<file path="src/pn3_skid.sv">
module pn3_skid #(
    parameter int W = 27
) (
    input  logic         aclk,
    input  logic         aresetn,
    input  logic         in_valid,
    output logic         in_ready,
    input  logic [W-1:0] in_data,
    output logic         out_valid,
    input  logic         out_ready,
    output logic [W-1:0] out_data
);
    logic         out_valid_reg;
    logic         skid_valid_reg;
    logic [W-1:0] out_data_reg;
    logic [W-1:0] skid_data_reg;
    logic         in_fire;
    logic         drain;

    assign in_ready = !skid_valid_reg;
    assign in_fire  = in_valid && !skid_valid_reg;
    assign drain    = out_ready || !out_valid_reg;

    always_ff @(posedge aclk) begin
        if (!aresetn) begin
            out_valid_reg  <= 1'b0;
            skid_valid_reg <= 1'b0;
        end else if (drain) begin
            out_valid_reg  <= skid_valid_reg || in_fire;
            skid_valid_reg <= 1'b0;
        end else if (in_fire) begin
            skid_valid_reg <= 1'b1;
        end
    end

    always_ff @(posedge aclk) begin
        if (drain) begin
            out_data_reg <= skid_valid_reg ? skid_data_reg : in_data;
        end else if (in_fire) begin
            skid_data_reg <= in_data;
        end
    end

    assign out_valid = out_valid_reg;
    assign out_data  = out_data_reg;

endmodule

</file>
<file path="config.mk">
export PLATFORM = sky130hd
export DESIGN_NAME = pn3_skid
export DESIGN_NICKNAME = d
export VERILOG_FILES = /design/src/pn3_skid.sv
export SDC_FILE = /design/constraint.sdc
export NUM_CORES = 1
export LEC_CHECK = 0
export BUFFER_PORTS_ARGS = -buffer_cell sky130_fd_sc_hd__clkbuf_2
export CORE_MARGIN = 2
export CORE_UTILIZATION = 25
export DETAILED_ROUTE_END_ITERATION = 8
export PLACE_DENSITY = 0.5
export SKIP_LAST_GASP = 1
export SLEW_MARGIN = 25
export SYNTH_ARGS = -nofsm -noshare
export SYNTH_HDL_FRONTEND = slang
export SYNTH_SLANG_ARGS = --single-unit
</file>
<file path="constraint.sdc">
create_clock -name aclk -period 3.93 [get_ports aclk]
set_clock_uncertainty 0.1 [all_clocks]
set_input_delay 0.1965 -clock aclk [delete_from_list [all_inputs] [get_ports aclk]]
set_output_delay 0.1965 -clock aclk [all_outputs]
set_load 0.05 [all_outputs]
</file>
==> reports/metrics.yaml <==
timing:
  hold_viol_final: 0
  setup_viol: 0
  finalMaxSlewViolations: 0
  rsz0062_at_grt: "no"
  tightest_slew_ns: 0.651
  fmax_mhz: 472
  period_share: 0.540
  slew_headroom: 0.565
  finalSetupTns_ns: 0
  finalWorstSetupSlack_ns: 1.81
  layout_min_cycle_time_ns: 2.12
grt:
  grt.overflow.total: 0
  antenna_found_initial: 0
  groute.usage.overall: 0.0886
  grt_max_degree: 31
  grt_pass1_vias: 1153
  grt_pass1_wl_um: 5880
finish:
  insertedDiodeCount: 0
  layout.cells.non_filler: 288
  nets: 216
  areaGrowthSynthToFinish_pct: 39.1
  fillers: 745
  drive_gt1_frac: 0.527
cts:
  postCtsResizedCells: 0
  cts_tree: "built"
  insertion_delay_ns: 0.30
  numCtsBuffers: 5
  htree_levels: 2
  clockRootBuffer: "clkbuf_8"
  clk_pin_slew_worst_paths_ns: 0.09
  cts_buffer_depth: 2
  hold_buffers: 24
  clock-sinks: 56
  cts_setup_buffers: 0
logic_synthesis:
  ys_ff_latch: 56
  synth_edf_count: 54
  syn_avg_cell_area_um2: 22.2
  synthFlopType: "edfxtp_1"
  yosysTopAreaCell: "edfxtp_1"
  ys_top_cells_by_count: "edfxtp_1 (54), mux2_2 (27), buf_6 (3), dfxtp_1 (2)"
  synth_top_area_frac: 0.794
  syn_inst: 92
  synth_cell_types: 10
  async_reset_ff_frac: 0
  syn_area_um2: 2040
  ys_warn_count: 0
  syn-num-nets: 123
  yosysMostFrequentCell: "edfxtp_1"
  synth.area.top_cells: "edfxtp_1 (79%), mux2_2 (15%), dfxtp_1 (2.0%), buf_6 (1.7%), nor3b_2 (0.61%)"
  ys_seq_area_frac: 0.813
pwr:
  p_per_area_nw_per_um2: 432
  total_leakage_power_nw: 1.08
  power_mw: 1.23
  ir_drop_v: 0.000172
worst_setup_path:
  cp.required_ns: 3.82
  worst_path_most_repeated_cell: "buf_4"
  critPathKind: "flop to flop"
  crit_slowest_cell: "dfxtp_1"
  worstPathArrival_ns: 2.01
  start_kind: "flop"
  slowest_delay_ns: 0.52
  cp_max_fo: 17
  cp-end-kind: "flop"
  cp_cell_sequence: "buf_4 -> nor3b_4 -> buf_4"
drt:
  antenna_left: 0
  drcViolationCount: 0
  routedWlPerCell_um: 13.7
  wl_um: 3960
  detail_route.iter0.violations: 33
  vias_per_cell: 3.96
  vias: 1141
  dr.pass1.iters: 4
floorplan:
  die_y_um: 94.4
  initial_utilization: 0.262
  core.rowCount: 32
  die_w_um: 94.4
  io_pins: 60
  die_area_um2: 8910
  core-area_um2: 7810
place:
  gp_congestion: 0.678
  dp.cells: 253
  pre_cts_slack_ns: 1.80
  io_buffers: 59
  place_hpwl_um: 2850
run_status:
  status: "completed"
run:
  maxCapViolCount: 0
hold_path:
  hold_path_class: "input pin to flop"
==> cell usage in the layout (no fill, tap or decap) <==
master,netlist,final
dfxtp_1,2,2
mux2_2,27,27
clkbuf_8,0,5
clkbuf_2,0,59
nor3b_4,0,1
bufinv_16,0,1
clkinv_1,0,2
nor3b_2,1,1
edfxtp_1,54,54
a21boi_0,1,1
buf_4,0,3
inv_1,1,1
nand2b_1,1,1
nor2_2,1,1
dlygate4sd3_1,0,27
==> final timing paths <==
| path | startpoint | end | slack, ns | cells past startpoint |
|---|---|---|---|---|
| setup reg to reg | skid_valid_reg | skid_data_reg[26] | 1.81 | 3 |
| hold / removal | aresetn | out_valid | 0.03 | 2 |
| hold reg to reg | skid_data_reg[26] | out_data[26] | 0.46 | 1 |
| setup / recovery | skid_valid_reg | skid_data_reg[26] | 1.81 | 3 |
==> metrics by stage <==
step	hold slack, ns	utilization	area [µm²]
after floorplan	0.195	-	2050
after global placement	0.300	0.316	2470
after detailed placement	0.295	0.316	2470
after CTS	0.00258	0.360	2810
after global routing	0.0459	0.364	2840
final	0.0316	0.364	2840
==> cell families (layout without fill, tap and decap cells) <==
kind of cell,Yosys count,in the layout,share of synthesized area
flip-flops,56,56,0.813
multiplexers,27,27,0.149
AND/OR/NAND/NOR,4,4,0.0159
buffers and inverters,4,98,0.0184
AO/OA/AOI/OAI,1,1,0.00368
==> layer usage <==
| layer | global-route usage | part of all wire | vias to the layer above |
|---|---|---|---|
| met2 | 0.152 | 0.51 | 42 |
| met4 | 0.0495 | 0.030 | 0 |
| li1 | - | - | 548 |
| met3 | 0.0215 | 0.063 | 10 |
| met5 | 0 | 0 | - |
| met1 | 0.101 | 0.39 | 541 |
==> power breakdown <==
group	total (mW)	internal [mW]	leakage (nW)	switching (mW)
registers	0.696	0.687	0.542	0.00921
logic	0.176	0.0587	0.482	0.117
clock network	0.355	0.186	0.0532	0.169
total	1.23	0.931	1.08	0.295
==> critical path, delay by kind of cell (launching register included) <==
family / cells / cell delay (ns)
flip-flops: 1 / 0.52
buffers and inverters: 2 / 0.68
AND/OR/NAND/NOR: 1 / 0.50
==> final cells by class <==
class / count / area (µm²) / area share
sequential: 56 / 1660 / 0.585
clock inverter: 3 / 37.5 / 0.0132
inverter: 1 / 3.75 / 0.00132
clock buffer: 5 / 68.8 / 0.0242
timing repair buffer: 89 / 588 / 0.207
multi-input combinational: 32 / 355 / 0.125
tap: 102 / 128 / 0.0449
No activity file was read; power rests on OpenSTA's default activity.
