===== config.mk =====
export PLATFORM = sky130hd
export DESIGN_NAME = pn3_axis
export DESIGN_NICKNAME = d
export VERILOG_FILES = /design/src/pn3_pkg.sv /design/src/pn3_axis.sv
export SDC_FILE = /design/constraint.sdc
export NUM_CORES = 1
export LEC_CHECK = 0
export ABC_AREA = 1
export ABC_CLOCK_PERIOD_IN_PS = 2200
export BUFFER_PORTS_ARGS = -buffer_cell sky130_fd_sc_hd__clkbuf_2
export CAP_MARGIN = 40
export CORE_MARGIN = 10
export CORE_UTILIZATION = 56
export CTS_CLUSTER_DIAMETER = 200
export CTS_CLUSTER_SIZE = 20
export DETAILED_ROUTE_END_ITERATION = 8
export PLACE_DENSITY = 0.92
export SLEW_MARGIN = 20
export SYNTH_ARGS = -nofsm -noshare
export SYNTH_HDL_FRONTEND = slang
export SYNTH_SLANG_ARGS = --single-unit

===== constraint.sdc =====
create_clock -name aclk -period 2.2 [get_ports aclk]
set_input_delay 0 -clock aclk [delete_from_list [all_inputs] [get_ports aclk]]
set_output_delay 0 -clock aclk [all_outputs]
set_load 0.01 [all_outputs]

===== src/pn3_pkg.sv =====
package pn3_pkg;

    localparam int FRACTION_BITS_DEF = 32;
    localparam int WORK_BITS         = 24;
    localparam int WRAP_BITS         = 25;
    localparam int PERM_AW           = 8;
    localparam int PERM_DEPTH        = 1 << PERM_AW;
    localparam int LERP_W            = 30;
    localparam int FADE_W            = 26;
    localparam int DOT_W             = 27;

    localparam logic KIND_LOAD  = 1'b0;
    localparam logic KIND_POINT = 1'b1;

    localparam logic [1:0] CFG_OFFSET_X = 2'd0;
    localparam logic [1:0] CFG_OFFSET_Y = 2'd1;
    localparam logic [1:0] CFG_OFFSET_Z = 2'd2;
    localparam logic [1:0] CFG_WRAP     = 2'd3;

    // gradient components {gx, gy, gz}, each 2-bit two's complement
    localparam logic [5:0] GRAD [16] = '{
        6'b01_01_00, 6'b11_01_00, 6'b01_11_00, 6'b11_11_00,
        6'b01_00_01, 6'b11_00_01, 6'b01_00_11, 6'b11_00_11,
        6'b00_01_01, 6'b00_11_01, 6'b00_01_11, 6'b00_11_11,
        6'b01_01_00, 6'b00_11_01, 6'b11_01_00, 6'b00_11_11
    };

    typedef logic [PERM_AW-1:0]         byte_t;
    typedef logic [WORK_BITS-1:0]       frac_t;
    typedef logic signed [DOT_W-1:0]    dot_t;
    typedef logic signed [LERP_W-1:0]   lerp_t;
    typedef logic signed [FADE_W-1:0]   fade_t;

    typedef struct packed {
        logic  we;
        byte_t waddr;
        byte_t wdata;
    } perm_wr_t;

endpackage


===== src/pn3_axis.sv =====
module pn3_axis #(
    parameter int FRACTION_BITS = pn3_pkg::FRACTION_BITS_DEF
) (
    input  logic           aclk,
    input  logic           en,
    input  logic           wrap,
    input  logic [63:0]    coord,
    input  logic [63:0]    offset,
    output logic [31:0]    cell_idx,
    output pn3_pkg::frac_t frac
);
    import pn3_pkg::*;

    localparam int WB = WRAP_BITS + FRACTION_BITS;
    localparam int FW = FRACTION_BITS + WORK_BITS;

    logic [63:0]   wrapped;
    logic [63:0]   sum_next;
    logic [63:0]   sum_reg;
    logic          ovf_reg;
    logic          neg_reg;
    logic          fits;
    logic [FW-1:0] fext;

    assign wrapped  = wrap ? {{(64-WB){coord[WB-1]}}, coord[WB-1:0]} : coord;
    assign sum_next = wrapped + offset;

    always_ff @(posedge aclk) begin
        if (en) begin
            sum_reg <= sum_next;
            ovf_reg <= (wrapped[63] == offset[63]) && (sum_next[63] != wrapped[63]);
            neg_reg <= wrapped[63];
        end
    end

    assign fits = (&sum_reg[63:FRACTION_BITS+31]) | ~(|sum_reg[63:FRACTION_BITS+31]);
    assign fext = {sum_reg[FRACTION_BITS-1:0], {WORK_BITS{1'b0}}} >> FRACTION_BITS;

    always_comb begin
        if (ovf_reg) begin
            cell_idx = neg_reg ? 32'h8000_0000 : 32'h7FFF_FFFF;
            frac     = neg_reg ? '0 : '1;
        end else if (!fits) begin
            cell_idx = sum_reg[63] ? 32'h8000_0000 : 32'h7FFF_FFFF;
            frac     = sum_reg[63] ? '0 : '1;
        end else begin
            cell_idx = sum_reg[FRACTION_BITS+31:FRACTION_BITS];
            frac     = fext[WORK_BITS-1:0];
        end
    end

endmodule


==> metrics.txt <==
crit path DAT 2020 ps; Synth Area in Simple Gates 43.51%; Seq cells post-synth 58; max incr delay on CP 380 ps; CP Launch Type input port; GRT Util Overall 29.09%; post-CTS setup buffers 0; top cells by area, synth nand2_1 29%, edfxtp_1 22%, inv_1 12%, ha_1 9.9%, a21oi_1 4.9%; Unique masters post-synth 29; CP max-delay cell a21oi_1; first-pass detailed-route iteration total 6; Avg Cell Area, Syn 5.709 um2; most instantiated library cell after synthesis nand2_1; Final ANT Viol Nets 0; final std cells w/o fill 1756; Pwr Density 583.0 nW/um2; Final Max Slew Viols 0; # rows 43; nets 1764; CP Class in -> reg; gr ovfl total 0; largest family of logic cells by synthesized area simple AND/OR/NAND/NOR gates; asr flop ratio synth 0%; RePlAce Congestion 1.088; Max Cap Violations 0; Core Box Area 13770 um2; CP bufs+invs 2; placed cell area 9060 um2; Residual DRC 0; post-synthesis xor/xnor area fraction 2.909%; RSZ-0062 raised after global routing false; share of cells above drive strength 1 17.01%; Final Hold Viols 0; status completed; finished layout cell area 9379 um2; Fillers 1302; Least-Margin Pin Slew 514.8 ps; CP dominant cell by count nand2_1; multiplexer area fraction after synthesis 0%; Synthesis Warnings 0; Static Leak 5.650 nW; initial antenna violation count 1; Post-Synthesis Cells 1371; Largest register FFs 56; PortBufs 186; min-delay worst type in -> reg; drt wl/cell 16.58 um; Vias/cell 5.285; H-tree lvl count 3; number of flops mapped to enable cells by yosys 58; hold-fix buffers at CTS 0; first-pass GRT wire length 45190 um; clock tree buffer depth 2; Syn Nets 1564; Final period util 86.64%; Required @ worst endpoint 2320 ps; synthesized cell area 7828 um2; CP cell instances clkbuf_2 -> ha_1 -> nand2_1 -> inv_1 -> a21oi_1 -> nand2_1 -> nand2_1 -> nand2_1 -> nand2_1 -> nand2_1 -> xor2_1; Final setup viols 0; Layout Area Growth over Synthesis 19.82%; Clock transition at path regs 50 ps; Crit Path Max Fanout 4; area share of fa/ha/maj cells after synthesis 9.910%; post-CTS sizing 0; hpwl dp 25260 um; Placed Cells 1740; Worst slew margin 65.68%; family with the most delay on the worst path simple AND/OR/NAND/NOR gates; WL final 29110 um; most frequent cells after synthesis 614 x nand2_1, 253 x inv_1, 100 x nor2_1; Initial Utilization 56.83%; Peak VDD IR 0.4209 mV; setup TNS 0 ps; drt initial violations 943; Primary FF master, synth edfxtp_1; clk root buf clkbuf_16; complex-gate fraction of the synthesized area 8.568%; vias in the first global route 8575; Die Height 138.2 um; Vias 9281; Yosys top cell by area nand2_1; pin count of the biggest net entering global routing 59; diode count 0; sequential cell area fraction in the yosys report 22.25%; Die X 138.2 um; Worst Setup End Kind register; total CTS buffers 9; Sink Count 58; IO Pins 187; Synth top area share 29.44%; CTS tree done; Die Area 19110 um2; Highest Clock Rate 524.6 MHz; post-route minimum period 1906 ps
==> logic make-up after synthesis <==
| kind of cell | after synthesis |
|---|---|
| buffers and inverters | 268 |
| DFF | 58 |
| AOI/OAI and AO/OA | 124 |
| xor gates and xnor gates | 26 |
| and+or+nand+nor | 833 |
| adders and majority gates | 62 |
==> worst min-delay path: cells and delay by family <==
family	cells	cell delay, ps
buffers and inverters	1	80
AND/OR/NAND/NOR	2	200
==> per-stage QoR <==
stage / power [mW] / util [%] / hold slack [ps] / setup WS (ps)
floorplan: 2.945 / - / 112.5 / 586.7
global placement: 3.847 / 65.78 / 389.1 / 50.34
detailed placement: 3.862 / 65.78 / 409.2 / 43.46
CTS: 5.410 / 68.10 / 65.34 / 405.9
global route: 5.759 / 68.10 / 86.22 / 199.8
finish: 5.468 / 68.10 / 85.03 / 293.9
==> placed cells by master, fill, tap and decap left out, types with 2 or more instances in the layout <==
| cell type | n |
|---|---|
| a21oi_1 | 76 |
| a21oi_2 | 2 |
| and2_1 | 2 |
| buf_4 | 13 |
| bufinv_16 | 2 |
| clkbuf_16 | 9 |
| clkbuf_2 | 186 |
| clkinv_2 | 2 |
| clkinvlp_4 | 2 |
| edfxtp_1 | 58 |
| ha_1 | 62 |
| inv_1 | 253 |
| inv_2 | 4 |
| nand2_1 | 614 |
| nand2_2 | 20 |
| nand3_1 | 51 |
| nand4_1 | 11 |
| nor2_1 | 100 |
| nor2_2 | 12 |
| nor3_1 | 9 |
| nor3_2 | 9 |
| o21ai_0 | 26 |
| o21ai_1 | 5 |
| o21bai_1 | 12 |
| xor2_1 | 26 |
==> worst paths after layout <==
| path | from | endpoint | slack (ps) | cells after the start |
|---|---|---|---|---|
| setup / recovery | offset[5] | sum_reg[27] | 290 | 11 |
| hold / removal | coord[63] | neg_reg | 90 | 3 |
==> power breakdown <==
part | total (mW) | internal [mW] | switching (mW) | leakage, nW
clock network | 1.56 | 0.989 | 0.569 | 0.151
registers | 1.51 | 1.45 | 0.0568 | 0.566
logic | 2.40 | 0.809 | 1.59 | 4.93
total | 5.47 | 3.25 | 2.22 | 5.65
==> metal layers <==
layer | routed length, um | global-route usage (%) | vias to the layer above
met3 | 3586 | 5.342 | 44
li1 | - | - | 4620
met1 | 12630 | 41.27 | 4100
met5 | 0 | 0 | -
met2 | 12370 | 44.28 | 517
met4 | 522 | 7.492 | 0
==> final cells by class <==
type                       instances  area (um2)  share of cell area, %
tap                              180       225.2                  2.401
timing repair buffer             200        1049                  11.18
inverter                         257       964.7                  10.29
sequential                        58        1742                  18.57
clock inverter                     7       93.84                  1.001
clock buffer                       9       225.2                  2.401
multi-input combinational       1045        5080                  54.16
Note: power is estimated with default switching activity, not from simulation.
