<file path="src/pn3_pkg.sv">
package pn3_pkg;

    localparam int FRACTION_BITS_DEF = 32;
    localparam int WORK_BITS         = 24;
    localparam int WRAP_BITS         = 25;
    localparam int PERM_AW           = 8;
    localparam int PERM_DEPTH        = 1 << PERM_AW;
    localparam int LERP_W            = 30;
    localparam int FADE_W            = 26;
    localparam int DOT_W             = 27;

    localparam logic KIND_LOAD  = 1'b0;
    localparam logic KIND_POINT = 1'b1;

    localparam logic [1:0] CFG_OFFSET_X = 2'd0;
    localparam logic [1:0] CFG_OFFSET_Y = 2'd1;
    localparam logic [1:0] CFG_OFFSET_Z = 2'd2;
    localparam logic [1:0] CFG_WRAP     = 2'd3;

    // gradient components {gx, gy, gz}, each 2-bit two's complement
    localparam logic [5:0] GRAD [16] = '{
        6'b01_01_00, 6'b11_01_00, 6'b01_11_00, 6'b11_11_00,
        6'b01_00_01, 6'b11_00_01, 6'b01_00_11, 6'b11_00_11,
        6'b00_01_01, 6'b00_11_01, 6'b00_01_11, 6'b00_11_11,
        6'b01_01_00, 6'b00_11_01, 6'b11_01_00, 6'b00_11_11
    };

    typedef logic [PERM_AW-1:0]         byte_t;
    typedef logic [WORK_BITS-1:0]       frac_t;
    typedef logic signed [DOT_W-1:0]    dot_t;
    typedef logic signed [LERP_W-1:0]   lerp_t;
    typedef logic signed [FADE_W-1:0]   fade_t;

    typedef struct packed {
        logic  we;
        byte_t waddr;
        byte_t wdata;
    } perm_wr_t;

endpackage

</file>
<file path="src/pn3_perm_ram.sv">
module pn3_perm_ram (
    input  logic              aclk,
    input  logic              en,
    input  pn3_pkg::perm_wr_t wr,
    input  pn3_pkg::byte_t    raddr0,
    input  pn3_pkg::byte_t    raddr1,
    output pn3_pkg::byte_t    rdata0,
    output pn3_pkg::byte_t    rdata1
);
    import pn3_pkg::*;

    byte_t mem [PERM_DEPTH];
    byte_t rdata0_reg;
    byte_t rdata1_reg;

    always_ff @(posedge aclk) begin
        if (wr.we) begin
            mem[wr.waddr] <= wr.wdata;
        end
    end

    always_ff @(posedge aclk) begin
        if (en) begin
            rdata0_reg <= mem[raddr0];
            rdata1_reg <= mem[raddr1];
        end
    end

    assign rdata0 = rdata0_reg;
    assign rdata1 = rdata1_reg;

endmodule

</file>
<file path="config.mk">
export PLATFORM = sky130hd
export DESIGN_NAME = pn3_perm_ram
export DESIGN_NICKNAME = d
export VERILOG_FILES = /design/src/pn3_pkg.sv /design/src/pn3_perm_ram.sv
export SDC_FILE = /design/constraint.sdc
export NUM_CORES = 2
export LEC_CHECK = 0
export BUFFER_PORTS_ARGS = -buffer_cell sky130_fd_sc_hd__buf_2
export CELL_PAD_IN_SITES_DETAIL_PLACEMENT = 0
export CELL_PAD_IN_SITES_GLOBAL_PLACEMENT = 1
export CORE_MARGIN = 10
export CORE_UTILIZATION = 40
export DETAILED_ROUTE_END_ITERATION = 16
export MAX_ROUTING_LAYER = met4
export PLACE_DENSITY = 0.64
export SYNTH_ARGS = -nofsm -noshare
export SYNTH_HDL_FRONTEND = slang
export SYNTH_SLANG_ARGS = --single-unit
</file>
<file path="constraint.sdc">
create_clock -name aclk -period 7.75 [get_ports aclk]
set_input_delay 1.1625 -clock aclk [delete_from_list [all_inputs] [get_ports aclk]]
set_output_delay 1.1625 -clock aclk [all_outputs]
set_load 0.03 [all_outputs]
</file>
==> Flow_metrics.wiki <==
{| class="wikitable"
! Metric !! Value
|-
| Number of top-level pins || 51
|-
| Most used DFF post-synth || sky130_fd_sc_hd__edfxtp_1
|-
| Req. time, crit path || 8330 ps
|-
| Initial standard-cell utilization of the core || 40.27%
|-
| Failing checks || max-capacitance violations
|-
| Cell area after synthesis || 97130 um2
|-
| Share of synthesized flip-flops with an asynchronous set or reset || 0%
|-
| Inserted Clock Buffers || 223
|-
| Sw frac || 23.80%
|-
| Cell taking the most area after synthesis || sky130_fd_sc_hd__edfxtp_1
|-
| Maximum number of pins on one net before global-route repair || 173
|-
| Distinct cells, synth || 64
|-
| Number of port buffers || 50
|-
| Initial antenna violation count || 25
|-
| Number of violations of the max-capacitance limit || 1
|-
| Final Max Slew Viols || 0
|-
| Detailed-routed wire length on met2 || 146600 um
|-
| Largest fanout on the critical path || 48
|-
| Cell Count Post-Placement || 7873
|-
| Setup Crit Path Kind || input port to register
|-
| DRC violation count after routing || 0
|-
| Postcts setup bufs || 0
|-
| Clock sink total || 2064
|-
| Area contributors post-synth || sky130_fd_sc_hd__edfxtp_1 64%, sky130_fd_sc_hd__mux4_2 24%, sky130_fd_sc_hd__mux2i_1 2.4%
|-
| Fill cell count || 20350
|-
| Height of the die || 512.8 um
|-
| Post-CTS Hold Fix Bufs || 0
|-
| Cell at the root of the clock tree || sky130_fd_sc_hd__clkbuf_16
|-
| Deepest clock path buffer count || 3
|-
| Crit end category || register
|-
| Wire length of the first global-routing pass || 446400 um
|-
| Maximum vdd ir drop || 0.0002744 V
|-
| Net switching power || 5.971 mW
|-
| Post-layout net count || 4948
|-
| Mean area per synthesized cell || 20.04 um2
|-
| Met3 WL post-DR || 35040 um
|-
| Achievable Freq || 0.2115 GHz
|-
| Synthesized net count || 4882
|-
| DRT Wirelength || 321000 um
|-
| Slew at the pin closest to its max-slew limit || 1469 ps
|-
| Post-cts repair resize count || 0
|-
| Most frequent cells after synthesis || 2064 x sky130_fd_sc_hd__edfxtp_1, 1051 x sky130_fd_sc_hd__mux4_2, 298 x sky130_fd_sc_hd__nor2_1, 236 x sky130_fd_sc_hd__mux2i_1, 137 x sky130_fd_sc_hd__clkbuf_1
|-
| Minimum setup slack after placement || 2286 ps
|-
| Final worst path period share || 61.01%
|-
| Unrepaired setup endpoints after global routing || false
|-
| Final hold slack || 900.4 ps
|-
| Via count of the first global-routing pass || 54370
|-
| Highest routed metal layer || met4
|-
| Reg clk slew, reported paths || 60 ps
|-
| Ratio of routed vias to standard cells || 6.576
|-
| Final WS setup || 3022 ps
|-
| Number of enable flip-flop cells after synthesis || 2064
|-
| Area of the multi-input gates || 32560 um2
|-
| Gp weighted congestion || 0.8915
|-
| Global-route usage over all layers || 24.65%
|-
| Gate Count Post-Synth || 4847
|-
| Shortest clock period the worst path allows after layout || 4728 ps
|-
| Pre-antenna DRT Iters || 6
|-
| Cell Int Power || 19.12 mW
|-
| Worst rel slew slack || 1.473%
|-
| Class of the most critical hold timing path || input port to register
|-
| M1 wire length || 127500 um
|-
| Leak Pwr || 33.23 nW
|-
| Count of warnings emitted by yosys || 0
|-
| Run status || complete, but fails checks
|-
| Maximum level of the CTS H-tree || 4
|-
| Total power divided by cell area || 232.6 nW/um2
|-
| Largest register FFs || 2048
|-
| Top cell type's share of synthesized area || 63.81%
|-
| Area of the die || 262900 um2
|-
| Clock Power Share || 42.3%
|-
| Footprint of the flip-flops and latches || 61980 um2
|-
| Setup crit start kind || input port
|-
| Synth Register Bits || 2064
|-
| Mean routed wirelength per cell || 38.63 um
|-
| Share of final-layout standard cells stronger than drive strength 1 || 32.82%
|-
| Iteration-0 DRC Markers || 8519
|-
| Rows || 180
|-
| Count of final setup violators || 0
|-
| Width of the chip || 512.8 um
|-
| Layout area overhead || 11.03%
|-
| Skew-Pair Late Insertion Delay || 900 ps
|-
| DR vias || 54650
|-
| Detailed Place HPWL || 202900 um
|-
| Antenna viol nets, final || 0
|-
| Non-filler instance count after layout || 8310
|-
| Share of synthesized area occupied by flip-flops and latches || 63.81%
|-
| Portion of total power attributed to combinational logic || 8.4%
|-
| TritonCTS clock tree || built
|-
| Arrival time worst endpoint || 5310 ps
|-
| Number of endpoints with negative hold slack in the final report || 0
|-
| Remaining global-route overflow || 0
|-
| Core box area || 241200 um2
|-
| Register share of total power || 49.3%
|-
| Most common cell in the netlist || sky130_fd_sc_hd__edfxtp_1
|-
| Fin Clk Skew || 45.58 ps
|-
| Sum of negative setup slack || 0 ps
|}
-- final timing paths --
path,from,cells past startpoint,slack (ps),to
max,raddr0[1],8,3020,rdata0[4]
min,wr[4],1,900,mem[238][4]
max reg2reg,mem[95][4],6,4470,rdata0[4]
min reg2reg,mem[182][4],5,1200,rdata1[4]
-- through the flow --
| step | power (mW) | util, % | instance area (um2) |
|---|---|---|---|
| floorplan | 13.81 | - | 97130 |
| global placement | 14.68 | 41.70 | 100600 |
| detailed placement | 14.70 | 41.71 | 100600 |
| CTS | 25.20 | 44.69 | 107800 |
| global route | 25.74 | 44.71 | 107800 |
| finish | 25.09 | 44.71 | 107900 |
-- final cells by class --
type | instances | area share [%]
diodes | 21 | 0.04873
clock buffers | 266 | 5.363
clock inverters | 150 | 1.316
inverters | 6 | 0.02436
multi-input cells | 2382 | 30.19
flip-flops and latches | 2064 | 57.47
well taps | 3185 | 3.695
repair buffers | 236 | 1.894
-- worst max-delay path: stages --
cell                       delay (ps)
sky130_fd_sc_hd__buf_8            440
sky130_fd_sc_hd__nand2b_2         630
sky130_fd_sc_hd__buf_4            480
sky130_fd_sc_hd__o221ai_1         380
sky130_fd_sc_hd__o22ai_1          740
sky130_fd_sc_hd__o31ai_1          270
sky130_fd_sc_hd__a211oi_1        1010
sky130_fd_sc_hd__nor4_1           100
-- kinds of logic after synthesis --
group           count (synthesis)  share of synthesized area (%)
compound gates                466                          3.533
buf+inv                       401                          2.726
flops                        2064                          63.81
simple gates                  591                          2.691
mux                          1325                          27.24
-- cell usage in the layout (no fill, tap or decap), types with 28 or more instances in the layout --
master and n:
sky130_fd_sc_hd__nand3_1 48, sky130_fd_sc_hd__a21oi_1 79, sky130_fd_sc_hd__o221ai_1 65, sky130_fd_sc_hd__mux2_2 38, sky130_fd_sc_hd__buf_4 166, sky130_fd_sc_hd__clkinv_1 61, sky130_fd_sc_hd__mux4_2 1051, sky130_fd_sc_hd__clkbuf_16 225
sky130_fd_sc_hd__a211oi_1 28, sky130_fd_sc_hd__mux2i_1 236, sky130_fd_sc_hd__o21ai_0 34, sky130_fd_sc_hd__clkbuf_1 41, sky130_fd_sc_hd__edfxtp_1 2064, sky130_fd_sc_hd__a22oi_1 62, sky130_fd_sc_hd__o22ai_1 48, sky130_fd_sc_hd__nand2_1 113
sky130_fd_sc_hd__a221oi_1 32, sky130_fd_sc_hd__buf_2 34, sky130_fd_sc_hd__clkinv_2 47, sky130_fd_sc_hd__nor2_1 290
-- power groups by stage --
stage               Sequential, mW  Combinational, mW  Clock [mW]
global placement              12.6               2.09           0
CTS                           12.4               2.10        10.7
global route                  12.4               2.18        11.2
floorplan                     12.6               1.22           0
finish                        12.4               2.11        10.6
detailed placement            12.6               2.10           0
-- per-layer routing --
metal	global-route usage, %	vias to the layer above
li1	-	21260
met1	33.72	29590
met2	36.15	3264
met3	6.275	534
met4	8.182	0
met5	-	-
(Power assumes the default switching activity.)
